$ cat config.mk
export PLATFORM = sky130hd
export DESIGN_NAME = bdlr_queue
export DESIGN_NICKNAME = d
export VERILOG_FILES = /design/src/rtl/bdlr_pkg.sv /design/src/rtl/bdlr_queue.sv
export SDC_FILE = /design/constraint.sdc
export NUM_CORES = 1
export LEC_CHECK = 0
export ABC_AREA = 1
export BUFFER_PORTS_ARGS = -buffer_cell sky130_fd_sc_hd__buf_2
export CAP_MARGIN = 25
export CORE_MARGIN = 3
export CORE_UTILIZATION = 45
export DETAILED_ROUTE_END_ITERATION = 10
export SLEW_MARGIN = 20
export SYNTH_ARGS = -nofsm -noshare
export SYNTH_HDL_FRONTEND = slang
export SYNTH_SLANG_ARGS = --single-unit
$ cat constraint.sdc
create_clock -name clk -period 2.7 [get_ports clk]
set_input_delay 0.54 -clock clk [delete_from_list [all_inputs] [get_ports clk]]
set_output_delay 0.54 -clock clk [all_outputs]
set_load 0.01 [all_outputs]
$ cat src/rtl/bdlr_pkg.sv
// ----------------------------------------------------------------------------
// bdlr_pkg
// Shared types, code points and decode functions for the box-drawing raster.
// ----------------------------------------------------------------------------
package bdlr_pkg;

    localparam int CODE_W      = 21;
    localparam int COLS_REG_W  = 9;
    localparam int ROWS_W      = 12;
    localparam int ROW_CNT_W   = ROWS_W + 1;
    localparam int DIR_W       = 4;
    localparam int CFG_IDX_W   = 4;
    localparam int CFG_DATA_W  = 12;
    localparam int QUEUE_DEPTH = 4;
    localparam int QPTR_W      = $clog2(QUEUE_DEPTH);
    localparam int QCNT_W      = $clog2(QUEUE_DEPTH + 1);

    localparam logic [CFG_IDX_W-1:0] REG_GRID_COLUMNS = 4'd0;
    localparam logic [CFG_IDX_W-1:0] REG_GRID_ROWS    = 4'd1;

    localparam logic [COLS_REG_W-1:0] COLS_RESET = 9'd80;
    localparam logic [ROWS_W-1:0]     ROWS_RESET = 12'd24;

    localparam logic [DIR_W-1:0] DIR_UP    = 4'h1;
    localparam logic [DIR_W-1:0] DIR_DOWN  = 4'h2;
    localparam logic [DIR_W-1:0] DIR_LEFT  = 4'h4;
    localparam logic [DIR_W-1:0] DIR_RIGHT = 4'h8;
    localparam logic [DIR_W-1:0] DIR_UD    = DIR_UP | DIR_DOWN;
    localparam logic [DIR_W-1:0] DIR_LR    = DIR_LEFT | DIR_RIGHT;
    localparam logic [DIR_W-1:0] DIR_DR    = DIR_DOWN | DIR_RIGHT;
    localparam logic [DIR_W-1:0] DIR_DL    = DIR_DOWN | DIR_LEFT;
    localparam logic [DIR_W-1:0] DIR_UR    = DIR_UP | DIR_RIGHT;
    localparam logic [DIR_W-1:0] DIR_UL    = DIR_UP | DIR_LEFT;
    localparam logic [DIR_W-1:0] DIR_UDR   = DIR_UD | DIR_RIGHT;
    localparam logic [DIR_W-1:0] DIR_UDL   = DIR_UD | DIR_LEFT;
    localparam logic [DIR_W-1:0] DIR_LRD   = DIR_LR | DIR_DOWN;
    localparam logic [DIR_W-1:0] DIR_LRU   = DIR_LR | DIR_UP;
    localparam logic [DIR_W-1:0] DIR_ALL   = DIR_UD | DIR_LR;

    localparam logic [CODE_W-1:0] CP_PLUS       = 21'h0002B;
    localparam logic [CODE_W-1:0] CP_HYPHEN     = 21'h0002D;
    localparam logic [CODE_W-1:0] CP_SLASH      = 21'h0002F;
    localparam logic [CODE_W-1:0] CP_BACKSLASH  = 21'h0005C;
    localparam logic [CODE_W-1:0] CP_UNDERSCORE = 21'h0005F;
    localparam logic [CODE_W-1:0] CP_PIPE       = 21'h0007C;
    localparam logic [CODE_W-1:0] CP_BOX_H      = 21'h02500;
    localparam logic [CODE_W-1:0] CP_BOX_V      = 21'h02502;
    localparam logic [CODE_W-1:0] CP_BOX_DR     = 21'h0250C;
    localparam logic [CODE_W-1:0] CP_BOX_DL     = 21'h02510;
    localparam logic [CODE_W-1:0] CP_BOX_UR     = 21'h02514;
    localparam logic [CODE_W-1:0] CP_BOX_UL     = 21'h02518;
    localparam logic [CODE_W-1:0] CP_BOX_VR     = 21'h0251C;
    localparam logic [CODE_W-1:0] CP_BOX_VL     = 21'h02524;
    localparam logic [CODE_W-1:0] CP_BOX_HD     = 21'h0252C;
    localparam logic [CODE_W-1:0] CP_BOX_HU     = 21'h02534;
    localparam logic [CODE_W-1:0] CP_BOX_VH     = 21'h0253C;

    typedef struct packed {
        logic [CODE_W-1:0] code_point;
        logic              is_pad;
    } cell_t;

    typedef struct packed {
        logic [CODE_W-1:0] out_code_point;
        logic              frame_last;
    } glyph_t;

    typedef struct packed {
        logic [CFG_IDX_W-1:0]  index;
        logic [CFG_DATA_W-1:0] value;
    } cfg_t;

    // nb: directions whose in-grid neighbor supports back toward the cell
    typedef struct packed {
        logic [CODE_W-1:0] code;
        logic [DIR_W-1:0]  nb;
        logic              last;
    } qentry_t;

    function automatic logic [DIR_W-1:0] support_of(input logic [CODE_W-1:0] cp);
        logic [DIR_W-1:0] s;
        unique case (cp) inside
            CP_PIPE, CP_BOX_V:                         s = DIR_UD;
            CP_HYPHEN, CP_UNDERSCORE, CP_BOX_H:        s = DIR_LR;
            CP_SLASH, CP_BACKSLASH, CP_PLUS, CP_BOX_VH: s = DIR_ALL;
            CP_BOX_DR:                                 s = DIR_DR;
            CP_BOX_DL:                                 s = DIR_DL;
            CP_BOX_UR:                                 s = DIR_UR;
            CP_BOX_UL:                                 s = DIR_UL;
            CP_BOX_VR:                                 s = DIR_UDR;
            CP_BOX_VL:                                 s = DIR_UDL;
            CP_BOX_HD:                                 s = DIR_LRD;
            CP_BOX_HU:                                 s = DIR_LRU;
            default:                                   s = '0;
        endcase
        return s;
    endfunction

    function automatic logic [CODE_W-1:0] glyph_of(input logic [DIR_W-1:0] links,
                                                   input logic [CODE_W-1:0] fallback);
        logic [CODE_W-1:0] g;
        unique case (links) inside
            DIR_UP, DIR_DOWN, DIR_UD:    g = CP_BOX_V;
            DIR_LEFT, DIR_RIGHT, DIR_LR: g = CP_BOX_H;
            DIR_DR:                      g = CP_BOX_DR;
            DIR_DL:                      g = CP_BOX_DL;
            DIR_UR:                      g = CP_BOX_UR;
            DIR_UL:                      g = CP_BOX_UL;
            DIR_UDR:                     g = CP_BOX_VR;
            DIR_UDL:                     g = CP_BOX_VL;
            DIR_LRD:                     g = CP_BOX_HD;
            DIR_LRU:                     g = CP_BOX_HU;
            DIR_ALL:                     g = CP_BOX_VH;
            default:                     g = fallback;
        endcase
        return g;
    endfunction

endpackage

$ cat src/rtl/bdlr_queue.sv
// ----------------------------------------------------------------------------
// bdlr_queue
// Short request queue between front and back.
// ----------------------------------------------------------------------------
module bdlr_queue (
    input  logic                        clk,
    input  logic                        rst_n,
    input  logic                        push_valid,
    input  bdlr_pkg::qentry_t           push_data,
    output logic                        pop_valid,
    input  logic                        pop_ready,
    output bdlr_pkg::qentry_t           pop_data,
    output logic [bdlr_pkg::QCNT_W-1:0] free
);

    bdlr_pkg::qentry_t                 mem_reg [bdlr_pkg::QUEUE_DEPTH];
    logic [bdlr_pkg::QPTR_W-1:0]       wr_ptr_reg, wr_ptr_next;
    logic [bdlr_pkg::QPTR_W-1:0]       rd_ptr_reg, rd_ptr_next;
    logic [bdlr_pkg::QCNT_W-1:0]       count_reg, count_next;
    logic                              pop;

    function automatic logic [bdlr_pkg::QPTR_W-1:0] ptr_inc(
        input logic [bdlr_pkg::QPTR_W-1:0] p);
        if (p == bdlr_pkg::QPTR_W'(bdlr_pkg::QUEUE_DEPTH - 1))
        begin
            return '0;
        end
        return p + bdlr_pkg::QPTR_W'(1);
    endfunction

    assign pop       = pop_valid && pop_ready;
    assign pop_valid = (count_reg != '0);
    assign pop_data  = mem_reg[rd_ptr_reg];
    assign free      = bdlr_pkg::QCNT_W'(bdlr_pkg::QUEUE_DEPTH) - count_reg;

    always_comb
    begin
        wr_ptr_next = push_valid ? ptr_inc(wr_ptr_reg) : wr_ptr_reg;
        rd_ptr_next = pop ? ptr_inc(rd_ptr_reg) : rd_ptr_reg;
        count_next  = count_reg + bdlr_pkg::QCNT_W'(push_valid)
                      - bdlr_pkg::QCNT_W'(pop);
    end

    always_ff @(posedge clk or negedge rst_n)
    begin
        if (!rst_n)
        begin
            wr_ptr_reg <= '0;
            rd_ptr_reg <= '0;
            count_reg  <= '0;
        end
        else
        begin
            wr_ptr_reg <= wr_ptr_next;
            rd_ptr_reg <= rd_ptr_next;
            count_reg  <= count_next;
        end
    end

    always_ff @(posedge clk)
    begin
        if (push_valid)
        begin
            mem_reg[wr_ptr_reg] <= push_data;
        end
    end

endmodule

### After elaboration in Yosys (flattened, before gate mapping)

Memory sizes are Yosys's and may differ from the RTL's.
Cells that the tools add are included.

| word-level totals | value |
|---|---|
| memories kept | 1 |
| logic and storage cells | 21 |
| RAM bits | 104 |
| input bits | 30 |
| output and inout port bits | 30 |
| register bits after elaboration | 7 |

Memories:

| memory | words | bits a word | rd ports | clocked after memory_dff | wr ports | line | RTL |
|---|---|---|---|---|---|---|---|
| mem_reg | 4 | 26 | 1 | 0 | 1 | bdlr_queue.sv:16 | `bdlr_pkg::qentry_t mem_reg [bdlr_pkg::QUEUE_DEPTH];` |

| cells by class | value |
|---|---|
| add/sub/neg operators | 5 |
| reductions and logical operators | 2 |
| equal/unequal tests | 2 |
| muxes and demuxes | 8 |

Operators with widths:

| kind | count |
|---|---|
| 2-to-1 mux 2 bit | 4 |
| adder 2 x 1 -> 2 bit (second input constant) | 2 |
| equality test 2 bit (second input constant) | 2 |
| 2-to-1 mux 1 bit | 4 |
| adder 3 x 1 -> 3 bit | 1 |
| nonzero test 3 bit | 1 |
| subtractor 3 x 1 -> 3 bit | 1 |
| subtractor 3 bit (first input constant) | 1 |
| logical AND 1 bit | 1 |

### Depth between registers and ports, before layout

| depth | value |
|---|---|
| depth after elaboration | 3 |
| depth in mapped cells | 14 |
| mapped depth without buffers | 14 |

### Worst setup path before layout

Ideal clock, no wire load.

| path | value |
|---|---|
| kind | reg2reg |
| start | register count_reg[1] in the netlist's numbering |
| end | register count_reg[2] in the netlist's numbering |
| path slack | 623 ps |
| required time | 2583 ps |
| path buffers | 0 |
| period minus slack after synthesis | 2077 ps |
| arrival | 1960 ps |
| stages on the path, launching flop included | 14 |
| setup time | 117 ps |
| path through | dfrtp_1 -> inv_1 -> ha_1 -> ha_1 -> inv_1 -> nand2_1 -> inv_1 -> ha_1 -> inv_1 -> ha_1 -> inv_1 -> fa_1 -> nand3_1 -> nand2_1 |

| between the ends | value |
|---|---|
| longest elaborated chain between the ends | 3 |
| elaborated cells between the ends (all ways) | 4 |
| those cells by class | 2 x add/sub; 2 x reduce/logical |

RTL lines:

| element | line | RTL |
|---|---|---|
| start: declaration | bdlr_queue.sv:19 | `logic [bdlr_pkg::QCNT_W-1:0] count_reg, count_next;` |
| start signal: assignment | bdlr_queue.sv:56 | `count_reg <= count_next;` |
| nonzero test 3 bit | bdlr_queue.sv:32 | `assign pop_valid = (count_reg != '0);` |
| named net pop_valid | bdlr_queue.sv:10 | `output logic pop_valid,` |
| logical AND 1 bit | bdlr_queue.sv:31 | `assign pop = pop_valid && pop_ready;` |
| named net pop | bdlr_queue.sv:20 | `logic pop;` |
| subtractor 3 x 1 -> 3 bit | bdlr_queue.sv:41 | `- bdlr_pkg::QCNT_W'(pop);` |
| named net count_next (one bit) | bdlr_queue.sv:19 |  |

The timed path passes the listed nets, and every way through them passes these cells.
A chain may end at the register's enable or synchronous reset.

==> flow_metrics.tcl <==
set metrics [dict create \
    status "finished clean" \
    yosysMostFrequentCell "nand2_1" \
    pin_count 60 \
    drive_above_1_share 0.1645 \
    cts_buffer_depth 2 \
    fin_nets 570 \
    place_ws_ns 0.5609 \
    fillers 931 \
    synth.avg_cell_area_sq_um 10.49 \
    synth_fp_nets 505 \
    dieArea_sq_um 12120 \
    fin_ws_ns 0.4059 \
    final_antenna_net_count 0 \
    largest_register_ffs 104 \
    rows 37 \
    placed_cells 654 \
    yosysUniqueCellTypes 14 \
    path_cells "inv_6, nand2_1, nand3_1, nand2_1, buf_2" \
    wl_per_cell_um 13.16 \
    cts-root-buf "clkbuf_8" \
    async_flop_share 0.06306 \
    ir_drop_mv 0.3719 \
    cts.sinks 111 \
    synthTopCellsByCount "nand2_1 (147), inv_1 (121), edfxtp_1 (104)" \
    clk_latency_ns 0.35 \
    antenna_cells 0 \
    crit_slowest_cell "dfrtp_2" \
    crit_arrival_ns 1.75 \
    wirelength_mm 8.830 \
    dr.pass1.iters 4 \
    grt_first_pass_wirelength_mm 14.19 \
    max_slew_margin 0.6708 \
    postLayoutCoreUtil 0.5307 \
    worstPathRequired_ns 2.16 \
    cpPeakStageDelay_ns 0.58 \
    grt_max_degree 54 \
    yosys.area.top_type "edfxtp_1" \
    start_util 0.4681 \
    area_delta_synth_final_pct 13.37 \
    post_cts.repair.setup_buffers 0 \
    grt_usage 0.1564 \
    dieHeight_um 110.1 \
    start_kind "flop" \
    power_density_nw_per_um2 977.6 \
    yosys_warnings 0 \
    finalClockSkew_ns 0.008829 \
    synth-seq-area-share 0.6764 \
    core_area_sq_um 10420 \
    final_cells 671 \
    worstPathMaxFanout 53 \
    hold_class "input pin to flop" \
    numPortBuffers 59 \
    drt_iter0_drc 142 \
    place.gp.congestion 0.7296 \
    vias 3062 \
    grt_pass1_vias 2917 \
    layout_min_cycle_time_ns 2.294 \
    die_w_um 110.1 \
    max_cap_violations 0 \
    synth_top_area_frac 0.6405 \
    syn_inst 465 \
    cp_common_cell "nand2_1" \
    synth-seq-cells 111 \
    whs_ns 0.3987 \
    syn_area_sq_um 4876 \
    synthFlopType "edfxtp_1" \
    slew_violations 0 \
    worst_setup_path_end_kind "output pin" \
    h-tree-depth 3 \
    stdcell_area_sq_um 5528 \
    placed_area_sq_um 5298 \
    worst_pin_slew_ns 0.4933 \
    antenna_found_initial 1 \
    setup_tns_ns 0 \
    grt-ovfl-total 0 \
    final_hold_viol_count 0 \
    fmax_mhz 435.9 \
    cts_made_buffers 9 \
    hpwl_mm 5.592 \
    grt_setup_unrepaired "false" \
    drc 0 \
    synth_area_leaders "edfxtp_1 (64%), nand2_1 (11%), inv_1 (9.3%), nand3_1 (5.4%), dfrtp_1 (3.6%)" \
    finalPower_mw 5.404 \
    synth-edff-count 104 \
    p_leak_nw 2.670 \
    via_per_inst 4.563 \
    crit_type "flop to output pin" \
    cts_tree "built" \
    cts.clk_slew.worst_paths_ns 0.10 \
    finalCritPeriodShare 0.8497 \
    finalSetupViolations 0 \
]
[critical path: cells and delay by family (launching register included)]
kind | cells | cell delay [ns]
buf+inv | 2 | 0.54
flops | 1 | 0.58
simple gates | 3 | 0.29
[power breakdown]
group	leakage, nW	switching [mW]	internal (mW)	total [mW]
clock	0.109	0.532	0.526	1.06
combinational	1.52	1.30	0.696	2.00
sequential	1.04	0.134	2.22	2.35
total	2.67	1.97	3.44	5.40
[cell usage in the layout (no fill, tap or decap)]
| cell | count |
|---|---|
| buf_12 | 1 |
| buf_2 | 59 |
| buf_4 | 10 |
| bufinv_16 | 2 |
| clkbuf_8 | 9 |
| clkinv_1 | 1 |
| clkinv_2 | 1 |
| clkinv_4 | 1 |
| clkinvlp_4 | 1 |
| dfrtp_1 | 6 |
| dfrtp_2 | 1 |
| dlygate4sd3_1 | 1 |
| edfxtp_1 | 104 |
| fa_1 | 1 |
| ha_1 | 9 |
| inv_1 | 121 |
| inv_4 | 1 |
| inv_6 | 1 |
| inv_8 | 1 |
| nand2_1 | 147 |
| nand3_1 | 53 |
| nor2_1 | 1 |
| o21ai_0 | 3 |
[final timing paths]
kind                               start  slack [ns]              to  depth (start not counted)
max                        rd_ptr_reg[0]        0.41    pop_data[15]                          5
min                        push_data[21]        0.40  mem_reg[1][21]                          1
max reg2reg                 count_reg[1]        0.57    count_reg[2]                         13
min reg2reg                 count_reg[2]        0.59    count_reg[2]                          3
max in group asynchronous          rst_n        2.00   rd_ptr_reg[0]                          2
min in group asynchronous          rst_n        0.53    count_reg[0]                          2
[logic make-up after synthesis]
| group | after synthesis | share of synthesized area |
|---|---|---|
| compound gates | 3 | 0.003078 |
| fa+ha+maj | 10 | 0.02720 |
| simple gates | 201 | 0.1683 |
| flops | 111 | 0.6764 |
| buf+inv | 140 | 0.1250 |
[timing repair]
action                    in CTS  in global routing
hold buffers                   1                  0
hold endpoints to repair       7                  0
gates resized for setup        0                  0
[cell type report]
type	instances	area [sq um]	share of cell area
Clock inverter	7	96.34	0.01743
Inverter	123	469.2	0.08488
Sequential cell	111	3299	0.5969
Multi-Input combinational cell	214	968.4	0.1752
Timing Repair Buffer	71	400.4	0.07243
Tap cell	136	170.2	0.03078
Clock buffer	9	123.9	0.02241
[per-layer routing]
layer | part of all wire | GRT usage | up-vias
li1 | - | - | 1563
met1 | 0.46 | 0.2069 | 1428
met2 | 0.49 | 0.2608 | 63
met3 | 0.044 | 0.03611 | 6
met4 | 0.0078 | 0.04222 | 2
met5 | 0.0015 | 0 | -
(Power assumes the default switching activity.)
